<file path="config.mk">
export PLATFORM = sky130hd
export DESIGN_NAME = rgb_to_hsv
export DESIGN_NICKNAME = d
export VERILOG_FILES = /design/src/hw/rtl/rth_pkg.sv /design/src/hw/rtl/rgb_to_hsv.sv /design/src/hw/rtl/rth_front.sv /design/src/hw/rtl/rth_div.sv /design/src/hw/rtl/rth_ctrl.sv
export SDC_FILE = /design/constraint.sdc
export NUM_CORES = 2
export LEC_CHECK = 0
export ABC_AREA = 1
export BUFFER_PORTS_ARGS = -buffer_cell sky130_fd_sc_hd__buf_2
export CORE_ASPECT_RATIO = 1.5
export CORE_UTILIZATION = 35
export CTS_CLUSTER_SIZE = 30
export DETAILED_ROUTE_END_ITERATION = 16
export GPL_TIMING_DRIVEN = 0
export PLACE_DENSITY = 0.55
export SLEW_MARGIN = 0
export SYNTH_ARGS = -nofsm -noshare
export SYNTH_HDL_FRONTEND = slang
export SYNTH_SLANG_ARGS = --single-unit
</file>
<file path="constraint.sdc">
create_clock -name clk_i -period 16.5 [get_ports clk_i]
set_clock_uncertainty 0.15 [all_clocks]
set_input_delay 1.65 -clock clk_i [delete_from_list [all_inputs] [get_ports clk_i]]
set_output_delay 1.65 -clock clk_i [all_outputs]
set_load 0.01 [all_outputs]
</file>
<file path="src/hw/rtl/rth_pkg.sv">
// ----------------------------------------------------------------------------
// rth_pkg: shared types and constants of the rgb to hsv converter
// Channel and hue widths, divider sizing, pipeline depth and stage payloads.
// ----------------------------------------------------------------------------
`default_nettype none

package rth_pkg;

  // field widths
  localparam int COLOR_BITS    = 8;
  localparam int HUE_FRAC_BITS = 6;
  localparam int HUE_BITS      = 9 + HUE_FRAC_BITS;

  // full-scale channel value, used as the saturation scale
  localparam int CHAN_MAX = (1 << COLOR_BITS) - 1;

  // hue angles in fixed point
  localparam int HUE_SCALE = 60 << HUE_FRAC_BITS;
  localparam int HUE_120   = 120 << HUE_FRAC_BITS;
  localparam int HUE_240   = 240 << HUE_FRAC_BITS;
  localparam int HUE_360   = 360 << HUE_FRAC_BITS;

  // divider sizing: numerator holds mag * HUE_SCALE or CHAN_MAX * delta,
  // the quotient never exceeds HUE_SCALE (or CHAN_MAX for saturation)
  localparam int HUE_Q_BITS   = $clog2(HUE_SCALE + 1);
  localparam int DIV_Q_BITS   = (HUE_Q_BITS > COLOR_BITS) ? HUE_Q_BITS : COLOR_BITS;
  localparam int DIV_NUM_BITS = COLOR_BITS + DIV_Q_BITS;

  // front register, one stage per quotient bit, output register
  localparam int NSTAGE = DIV_Q_BITS + 2;

  // channel that holds the maximum, in hue priority order
  typedef enum logic [1:0] {
    BR_RED   = 2'd0,
    BR_GREEN = 2'd1,
    BR_BLUE  = 2'd2
  } branch_e;

  // data that rides alongside the dividers
  typedef struct packed {
    logic [COLOR_BITS-1:0] mx;
    logic                  neg;
    branch_e               branch;
    logic                  grey;
  } side_t;

  // result of the front end for one item
  typedef struct packed {
    logic [DIV_NUM_BITS-1:0] num_h;
    logic [DIV_NUM_BITS-1:0] num_s;
    logic [COLOR_BITS-1:0]   delta;
    side_t                   side;
  } front_t;

  // per-stage load enables and valid bits
  typedef struct packed {
    logic [NSTAGE-1:0] en;
    logic [NSTAGE-1:0] valid;
  } pipe_t;

endpackage

`default_nettype wire

</file>
<file path="src/hw/rtl/rgb_to_hsv.sv">
// Front register, 12-stage dividers (one quotient bit a stage), output register.
// Throughput: one item per clock while the output is not stalled.
// Stalls back up stage by stage; empty stages still take new items.
// Reset clears all valid bits; data registers are not reset.
// ----------------------------------------------------------------------------
// rgb_to_hsv: pixel color conversion from rgb to hsv
// Front end, two pipelined dividers for hue and saturation, output stage.
// ----------------------------------------------------------------------------
`default_nettype none

module rgb_to_hsv (
  input  logic                            clk_i,
  input  logic                            rst_ni,
  input  logic                            in_valid_i,
  output logic                            in_ready_o,
  input  logic [rth_pkg::COLOR_BITS-1:0]  red_i,
  input  logic [rth_pkg::COLOR_BITS-1:0]  green_i,
  input  logic [rth_pkg::COLOR_BITS-1:0]  blue_i,
  output logic                            out_valid_o,
  input  logic                            out_ready_i,
  output logic [rth_pkg::HUE_BITS-1:0]    hue_o,
  output logic [rth_pkg::COLOR_BITS-1:0]  saturation_o,
  output logic [rth_pkg::COLOR_BITS-1:0]  brightness_o
);

  rth_pkg::pipe_t  pipe;
  rth_pkg::front_t front;

  logic [rth_pkg::DIV_NUM_BITS-1:0] num_h_q;
  logic [rth_pkg::DIV_NUM_BITS-1:0] num_s_q;
  logic [rth_pkg::COLOR_BITS-1:0]   delta_q;
  rth_pkg::side_t                   side_q [rth_pkg::DIV_Q_BITS+1];

  logic [rth_pkg::DIV_Q_BITS-1:0]   quo_h;
  logic [rth_pkg::DIV_Q_BITS-1:0]   quo_s;

  logic [rth_pkg::HUE_BITS:0]       hue_base;
  logic [rth_pkg::HUE_BITS:0]       hue_sum;
  logic [rth_pkg::HUE_BITS-1:0]     hue_d;
  logic [rth_pkg::COLOR_BITS-1:0]   sat_d;
  logic [rth_pkg::HUE_BITS-1:0]     hue_q;
  logic [rth_pkg::COLOR_BITS-1:0]   sat_q;
  logic [rth_pkg::COLOR_BITS-1:0]   bri_q;

  // stall control
  rth_ctrl u_ctrl (
    .clk_i       (clk_i),
    .rst_ni      (rst_ni),
    .in_valid_i  (in_valid_i),
    .out_ready_i (out_ready_i),
    .in_ready_o  (in_ready_o),
    .pipe_o      (pipe)
  );

  // max/min and operands
  rth_front u_front (
    .red_i   (red_i),
    .green_i (green_i),
    .blue_i  (blue_i),
    .front_o (front)
  );

  // front register
  always_ff @(posedge clk_i) begin
    if (pipe.en[0]) begin
      num_h_q   <= front.num_h;
      num_s_q   <= front.num_s;
      delta_q   <= front.delta;
      side_q[0] <= front.side;
    end
  end

  // side data alongside the divider stages
  for (genvar k = 1; k <= rth_pkg::DIV_Q_BITS; k++) begin : g_side
    always_ff @(posedge clk_i) begin
      if (pipe.en[k]) begin
        side_q[k] <= side_q[k-1];
      end
    end
  end

  // hue quotient: mag * 60 deg / delta
  rth_div u_div_hue (
    .clk_i (clk_i),
    .en_i  (pipe.en[rth_pkg::DIV_Q_BITS:1]),
    .num_i (num_h_q),
    .den_i (delta_q),
    .quo_o (quo_h)
  );

  // saturation quotient: full scale * delta / max
  rth_div u_div_sat (
    .clk_i (clk_i),
    .en_i  (pipe.en[rth_pkg::DIV_Q_BITS:1]),
    .num_i (num_s_q),
    .den_i (side_q[0].mx),
    .quo_o (quo_s)
  );

  // hue offset by branch, sign, wrap, grey override
  always_comb begin
    unique case (side_q[rth_pkg::DIV_Q_BITS].branch)
      rth_pkg::BR_RED: begin
        hue_base = side_q[rth_pkg::DIV_Q_BITS].neg
                 ? (rth_pkg::HUE_BITS+1)'(rth_pkg::HUE_360) : '0;
      end
      rth_pkg::BR_GREEN: hue_base = (rth_pkg::HUE_BITS+1)'(rth_pkg::HUE_120);
      rth_pkg::BR_BLUE:  hue_base = (rth_pkg::HUE_BITS+1)'(rth_pkg::HUE_240);
      default:           hue_base = '0;
    endcase
    if (side_q[rth_pkg::DIV_Q_BITS].neg) begin
      hue_sum = hue_base - (rth_pkg::HUE_BITS+1)'(quo_h);
    end else begin
      hue_sum = hue_base + (rth_pkg::HUE_BITS+1)'(quo_h);
    end
    if (hue_sum >= (rth_pkg::HUE_BITS+1)'(rth_pkg::HUE_360)) begin
      hue_sum = hue_sum - (rth_pkg::HUE_BITS+1)'(rth_pkg::HUE_360);
    end
    hue_d = hue_sum[rth_pkg::HUE_BITS-1:0];
    sat_d = quo_s[rth_pkg::COLOR_BITS-1:0];
    if (side_q[rth_pkg::DIV_Q_BITS].grey) begin
      hue_d = '0;
      sat_d = '0;
    end
  end

  // output register
  always_ff @(posedge clk_i) begin
    if (pipe.en[rth_pkg::NSTAGE-1]) begin
      hue_q <= hue_d;
      sat_q <= sat_d;
      bri_q <= side_q[rth_pkg::DIV_Q_BITS].mx;
    end
  end

  assign out_valid_o  = pipe.valid[rth_pkg::NSTAGE-1];
  assign hue_o        = hue_q;
  assign saturation_o = sat_q;
  assign brightness_o = bri_q;

  // an empty output stage means every stage can load
  a_ready_when_out_empty: assert property (
    @(posedge clk_i) disable iff (!rst_ni) !out_valid_o |-> in_ready_o
  ) else $error("input stalled while output stage empty");

  // hue stays below 360 degrees
  a_hue_range: assert property (
    @(posedge clk_i) disable iff (!rst_ni)
    out_valid_o |-> (hue_o < rth_pkg::HUE_BITS'(rth_pkg::HUE_360))
  ) else $error("hue out of range");

  // zero saturation only for grey pixels, which carry zero hue
  a_grey_hue: assert property (
    @(posedge clk_i) disable iff (!rst_ni)
    (out_valid_o && (saturation_o == '0)) |-> (hue_o == '0)
  ) else $error("grey item with nonzero hue");

  // nonzero saturation needs a nonzero maximum
  a_sat_bri: assert property (
    @(posedge clk_i) disable iff (!rst_ni)
    (out_valid_o && (saturation_o != '0)) |-> (brightness_o != '0)
  ) else $error("saturation without brightness");

endmodule

`default_nettype wire

</file>
<file path="src/hw/rtl/rth_front.sv">
// ----------------------------------------------------------------------------
// rth_front: max/min search and divider operand setup
// Picks max and min, the hue branch and sign, and builds both numerators.
// ----------------------------------------------------------------------------
`default_nettype none

module rth_front (
  input  logic [rth_pkg::COLOR_BITS-1:0] red_i,
  input  logic [rth_pkg::COLOR_BITS-1:0] green_i,
  input  logic [rth_pkg::COLOR_BITS-1:0] blue_i,
  output rth_pkg::front_t                front_o
);

  logic [rth_pkg::COLOR_BITS-1:0] mx;
  logic [rth_pkg::COLOR_BITS-1:0] mn;
  logic [rth_pkg::COLOR_BITS-1:0] rg_max;
  logic [rth_pkg::COLOR_BITS-1:0] rg_min;
  logic [rth_pkg::COLOR_BITS-1:0] delta;
  logic [rth_pkg::COLOR_BITS-1:0] mag;
  logic                           neg;
  rth_pkg::branch_e               branch;

  // max and min of the three channels
  always_comb begin
    rg_max = (red_i > green_i) ? red_i : green_i;
    rg_min = (red_i > green_i) ? green_i : red_i;
    mx     = (rg_max > blue_i) ? rg_max : blue_i;
    mn     = (rg_min > blue_i) ? blue_i : rg_min;
    delta  = mx - mn;
  end

  // hue branch, red first on ties, then green
  always_comb begin
    if (red_i == mx) begin
      branch = rth_pkg::BR_RED;
      neg    = green_i < blue_i;
      mag    = neg ? (blue_i - green_i) : (green_i - blue_i);
    end else if (green_i == mx) begin
      branch = rth_pkg::BR_GREEN;
      neg    = blue_i < red_i;
      mag    = neg ? (red_i - blue_i) : (blue_i - red_i);
    end else begin
      branch = rth_pkg::BR_BLUE;
      neg    = red_i < green_i;
      mag    = neg ? (green_i - red_i) : (red_i - green_i);
    end
  end

  // numerators by constant multiply
  always_comb begin
    front_o.num_h = rth_pkg::DIV_NUM_BITS'(mag)
                  * rth_pkg::DIV_NUM_BITS'(rth_pkg::HUE_SCALE);
    front_o.num_s = rth_pkg::DIV_NUM_BITS'(delta)
                  * rth_pkg::DIV_NUM_BITS'(rth_pkg::CHAN_MAX);
    front_o.delta       = delta;
    front_o.side.mx     = mx;
    front_o.side.neg    = neg;
    front_o.side.branch = branch;
    front_o.side.grey   = (delta == '0);
  end

endmodule

`default_nettype wire

</file>
<file path="src/hw/rtl/rth_div.sv">
// ----------------------------------------------------------------------------
// rth_div: pipelined restoring divider
// One quotient bit per register stage, most significant bit first.
// ----------------------------------------------------------------------------
`default_nettype none

module rth_div (
  input  logic                              clk_i,
  input  logic [rth_pkg::DIV_Q_BITS-1:0]    en_i,
  input  logic [rth_pkg::DIV_NUM_BITS-1:0]  num_i,
  input  logic [rth_pkg::COLOR_BITS-1:0]    den_i,
  output logic [rth_pkg::DIV_Q_BITS-1:0]    quo_o
);

  logic [rth_pkg::DIV_NUM_BITS-1:0] rem_q [rth_pkg::DIV_Q_BITS];
  logic [rth_pkg::COLOR_BITS-1:0]   den_q [rth_pkg::DIV_Q_BITS];
  logic [rth_pkg::DIV_Q_BITS-1:0]   quo_q [rth_pkg::DIV_Q_BITS];

  for (genvar k = 0; k < rth_pkg::DIV_Q_BITS; k++) begin : g_stage
    localparam int BIT = rth_pkg::DIV_Q_BITS - 1 - k;

    logic [rth_pkg::DIV_NUM_BITS-1:0] rem_in;
    logic [rth_pkg::COLOR_BITS-1:0]   den_in;
    logic [rth_pkg::DIV_Q_BITS-1:0]   quo_in;
    logic [rth_pkg::DIV_NUM_BITS-1:0] trial;
    logic [rth_pkg::DIV_NUM_BITS-1:0] rem_d;
    logic [rth_pkg::DIV_Q_BITS-1:0]   quo_d;

    // operands from the previous stage or the ports
    if (k == 0) begin : g_first
      assign rem_in = num_i;
      assign den_in = den_i;
      assign quo_in = '0;
    end else begin : g_next
      assign rem_in = rem_q[k-1];
      assign den_in = den_q[k-1];
      assign quo_in = quo_q[k-1];
    end

    // compare and subtract the shifted divisor
    always_comb begin
      trial = rth_pkg::DIV_NUM_BITS'(den_in) << BIT;
      rem_d = rem_in;
      quo_d = quo_in;
      if (rem_in >= trial) begin
        rem_d      = rem_in - trial;
        quo_d[BIT] = 1'b1;
      end
    end

    always_ff @(posedge clk_i) begin
      if (en_i[k]) begin
        rem_q[k] <= rem_d;
        den_q[k] <= den_in;
        quo_q[k] <= quo_d;
      end
    end
  end

  assign quo_o = quo_q[rth_pkg::DIV_Q_BITS-1];

endmodule

`default_nettype wire

</file>
<file path="src/hw/rtl/rth_ctrl.sv">
// ----------------------------------------------------------------------------
// rth_ctrl: pipeline valid bits and stall control
// A stage loads when it is empty or its item moves on; bubbles collapse.
// ----------------------------------------------------------------------------
`default_nettype none

module rth_ctrl (
  input  logic          clk_i,
  input  logic          rst_ni,
  input  logic          in_valid_i,
  input  logic          out_ready_i,
  output logic          in_ready_o,
  output rth_pkg::pipe_t pipe_o
);

  logic [rth_pkg::NSTAGE-1:0] valid_q;
  logic [rth_pkg::NSTAGE-1:0] valid_d;
  logic [rth_pkg::NSTAGE-1:0] en;

  // load enables, from the output back to the input
  always_comb begin
    en[rth_pkg::NSTAGE-1] = !valid_q[rth_pkg::NSTAGE-1] || out_ready_i;
    for (int k = rth_pkg::NSTAGE - 2; k >= 0; k--) begin
      en[k] = !valid_q[k] || en[k+1];
    end
  end

  // valid bits follow the data
  always_comb begin
    valid_d = valid_q;
    if (en[0]) begin
      valid_d[0] = in_valid_i;
    end
    for (int k = 1; k < rth_pkg::NSTAGE; k++) begin
      if (en[k]) begin
        valid_d[k] = valid_q[k-1];
      end
    end
  end

  always_ff @(posedge clk_i or negedge rst_ni) begin
    if (!rst_ni) begin
      valid_q <= '0;
    end else begin
      valid_q <= valid_d;
    end
  end

  assign in_ready_o   = en[0];
  assign pipe_o.en    = en;
  assign pipe_o.valid = valid_q;

endmodule

`default_nettype wire

</file>
==> metrics.cfg <==
[cells_and_area]
finish.utilization=0.397
final_common_cell=edfxtp_1
drive_gt1_frac=0.0656
fin_area_um2=49900
area_growth_pct=12.0
nets=4877
final_cell_mix=edfxtp_1 (793), nand2_1 (775), inv_1 (649)
antenna_cells=0

[worst_hold_path]
min_from=u_div_hue.quo_q[1][22]$_DFFE_PP_
holdPathStages=0
hp-class=reg -> reg
whs_endpoint=u_div_hue.quo_q[1][34]$_DFFE_PP_

[floorplanning]
die_w_um=293
die-height_um=439
die_area_um2=129000
ios=61
rows=159
initial_core_util=0.354
fp.coreArea_um2=126000

[cts]
clkSlewWorstSetupHoldPaths_ns=0.06
cts_buffers=81
cts_setup_buffers=0
holdBufCountCts=0
cts_resized=0
htree_levels=3
root_buffer=clkbuf_16
cts_buffer_depth=3
clk_latency_ns=0.63
cts_tree=built
cts.sinks=807

[setup_path]
critPathArrivalTime_ns=10.65
path_max_fanout=10
reg2regPathDepth=18
cpMaxStageDelayCell=fa_1
crit_path_frequent_cell=nand2_1
required_ns=16.71
reg2reg_from=u_ctrl.valid_q[13]$_DFFE_PN0P_
crit_type=in -> reg
reg2reg_to=num_h_q[19]$_DFFE_PP_
rrSetupSlack_ns=10.86
end_kind=flop
worstSetupStartpointType=primary input
slowest_delay_ns=0.54

[placement]
dp_hpwl_mm=70.0
routabilityCongestion=0.931
io_buffers=60
dpl_cell_area_um2=47200

[outcome]
outcome=finished clean

[synth]
synth_seq_area_share=0.542
ys_ff_latch=807
synthArstFlopShare=0.0173
syn_inst=4302
syn_area_per_cell_um2=10.4
synth-main-ff-cell=edfxtp_1
syn_area_um2=44500
synth_cell_types=62
syn-num-nets=4722
ys_warn_count=0
synth_edf_count=793

[sta]
finalCriticalPeriod_ns=10.44
worst_slew_pin_slew_ns=0.919
hold_violations=0
fmax_mhz=95.8
final_max_slew_viol_count=0
relSlewSlack=0.383
setup_viol=0
period_share=0.633
rsz0062_at_grt=no

[route]
drc=0
drt_iter0_markers=1057
vias=28900
drtAntennaViolNets=0
avgViaCountPerCell=4.65
dr.pass1.iters=5
wl_mm=87.3
wl_per_cell_um=14.0

[global_route]
grt_pass1_vias=30000
grtUsageTotal=0.137
grt_antenna_before_repair=0
grt_max_degree=73
grt_first_pass_wirelength_mm=143
grt_overflow=0

[flow_run]
max_cap_violations=0

[kinds of logic after synthesis]
kind of cell | share of synthesized area
flops | 0.542
compound gates | 0.0756
simple gates | 0.145
xor+xnor | 0.0535
mux | 0.00140
buf+inv | 0.0610
fa+ha+maj | 0.121
[flip-flops by register name, summed over array words and instances, names as in the netlist]
name	count
u_div_sat.rem_q	213
u_div_hue.rem_q	160
side_q	120
u_div_hue.den_q	84
u_div_hue.quo_q	78
u_div_sat.den_q	36
u_div_sat.quo_q	36
hue_o	15
num_s_q	15
u_ctrl.valid_q	14
num_h_q	12
brightness_o	8
delta_q	8
saturation_o	8
[worst max-delay path: cells and delay by family]
family | cells | cell delay [ns]
adder cells (fa/ha/maj) | 9 | 3.48
AO/OA/AOI/OAI | 9 | 2.09
AND/OR/NAND/NOR | 16 | 1.83
buffers and inverters | 8 | 1.44
XOR/XNOR | 1 | 0.15
[cells in the mapped netlist (42+ instances only)]
| library cell | count | area, µm² |
|---|---|---|
| nor3_1 | 53 | 265 |
| nand2_1 | 781 | 2930 |
| nand4_1 | 42 | 263 |
| nor2_1 | 341 | 1280 |
| xnor2_1 | 101 | 885 |
| o21ai_0 | 237 | 1190 |
| nor4_1 | 43 | 269 |
| edfxtp_1 | 793 | 23800 |
| nand3_1 | 160 | 801 |
| ha_1 | 325 | 4070 |
| fa_1 | 67 | 1340 |
| a21oi_1 | 253 | 1270 |
| xor2_1 | 169 | 1480 |
| inv_1 | 657 | 2470 |
[stage by stage]
step | hold WS (ns) | TNS [ns] | worst slack, ns | cells
after floorplan | 0.250 | 0 | 2.67 | 4302
after global placement | 0.250 | -11.13 | -1.78 | 6052
after detailed placement | 0.255 | 0 | 5.42 | 6063
after CTS | 0.248 | 0 | 6.10 | 6213
after global routing | 0.246 | 0 | 5.40 | 6214
final | 0.250 | 0 | 6.06 | 6214
[cell type report]
class	count	area, µm²
Multi-Input combinational cell	2786	17700
Fill cell	12300	75800
Inverter	662	2490
Buffer	47	230
Timing Repair Buffer	72	556
Clock inverter	40	434
Tap cell	1690	2110
Clock buffer	110	2230
Sequential cell	807	24200
[worst max-delay path by stage]
stage | from | to | slack [ns] | cells after the start
after CTS | red_i[0] | num_s_q[15]$_DFFE_PP_ | 6.10 | 47
after floorplan | out_ready_i | in_ready_o | 2.67 | 16
after detailed placement | red_i[0] | num_s_q[15]$_DFFE_PP_ | 5.42 | 47
after global placement | out_ready_i | in_ready_o | -1.78 | 18
final | red_i[0] | num_s_q[15]$_DFFE_PP_ | 6.06 | 43
after global routing | red_i[0] | num_s_q[15]$_DFFE_PP_ | 5.40 | 47
[per-layer routing]
metal | GRT usage | wire, µm | up-vias
li1 | - | - | 14900
met1 | 0.112 | 28000 | 13300
met2 | 0.300 | 52400 | 441
met3 | 0.0181 | 2560 | 261
met4 | 0.0700 | 4340 | 0
met5 | 0 | 0 | -
Power is left out: the tool's default activity adds up to more than one toggle a clock period on the data nets, which glitch-free logic cannot reach.
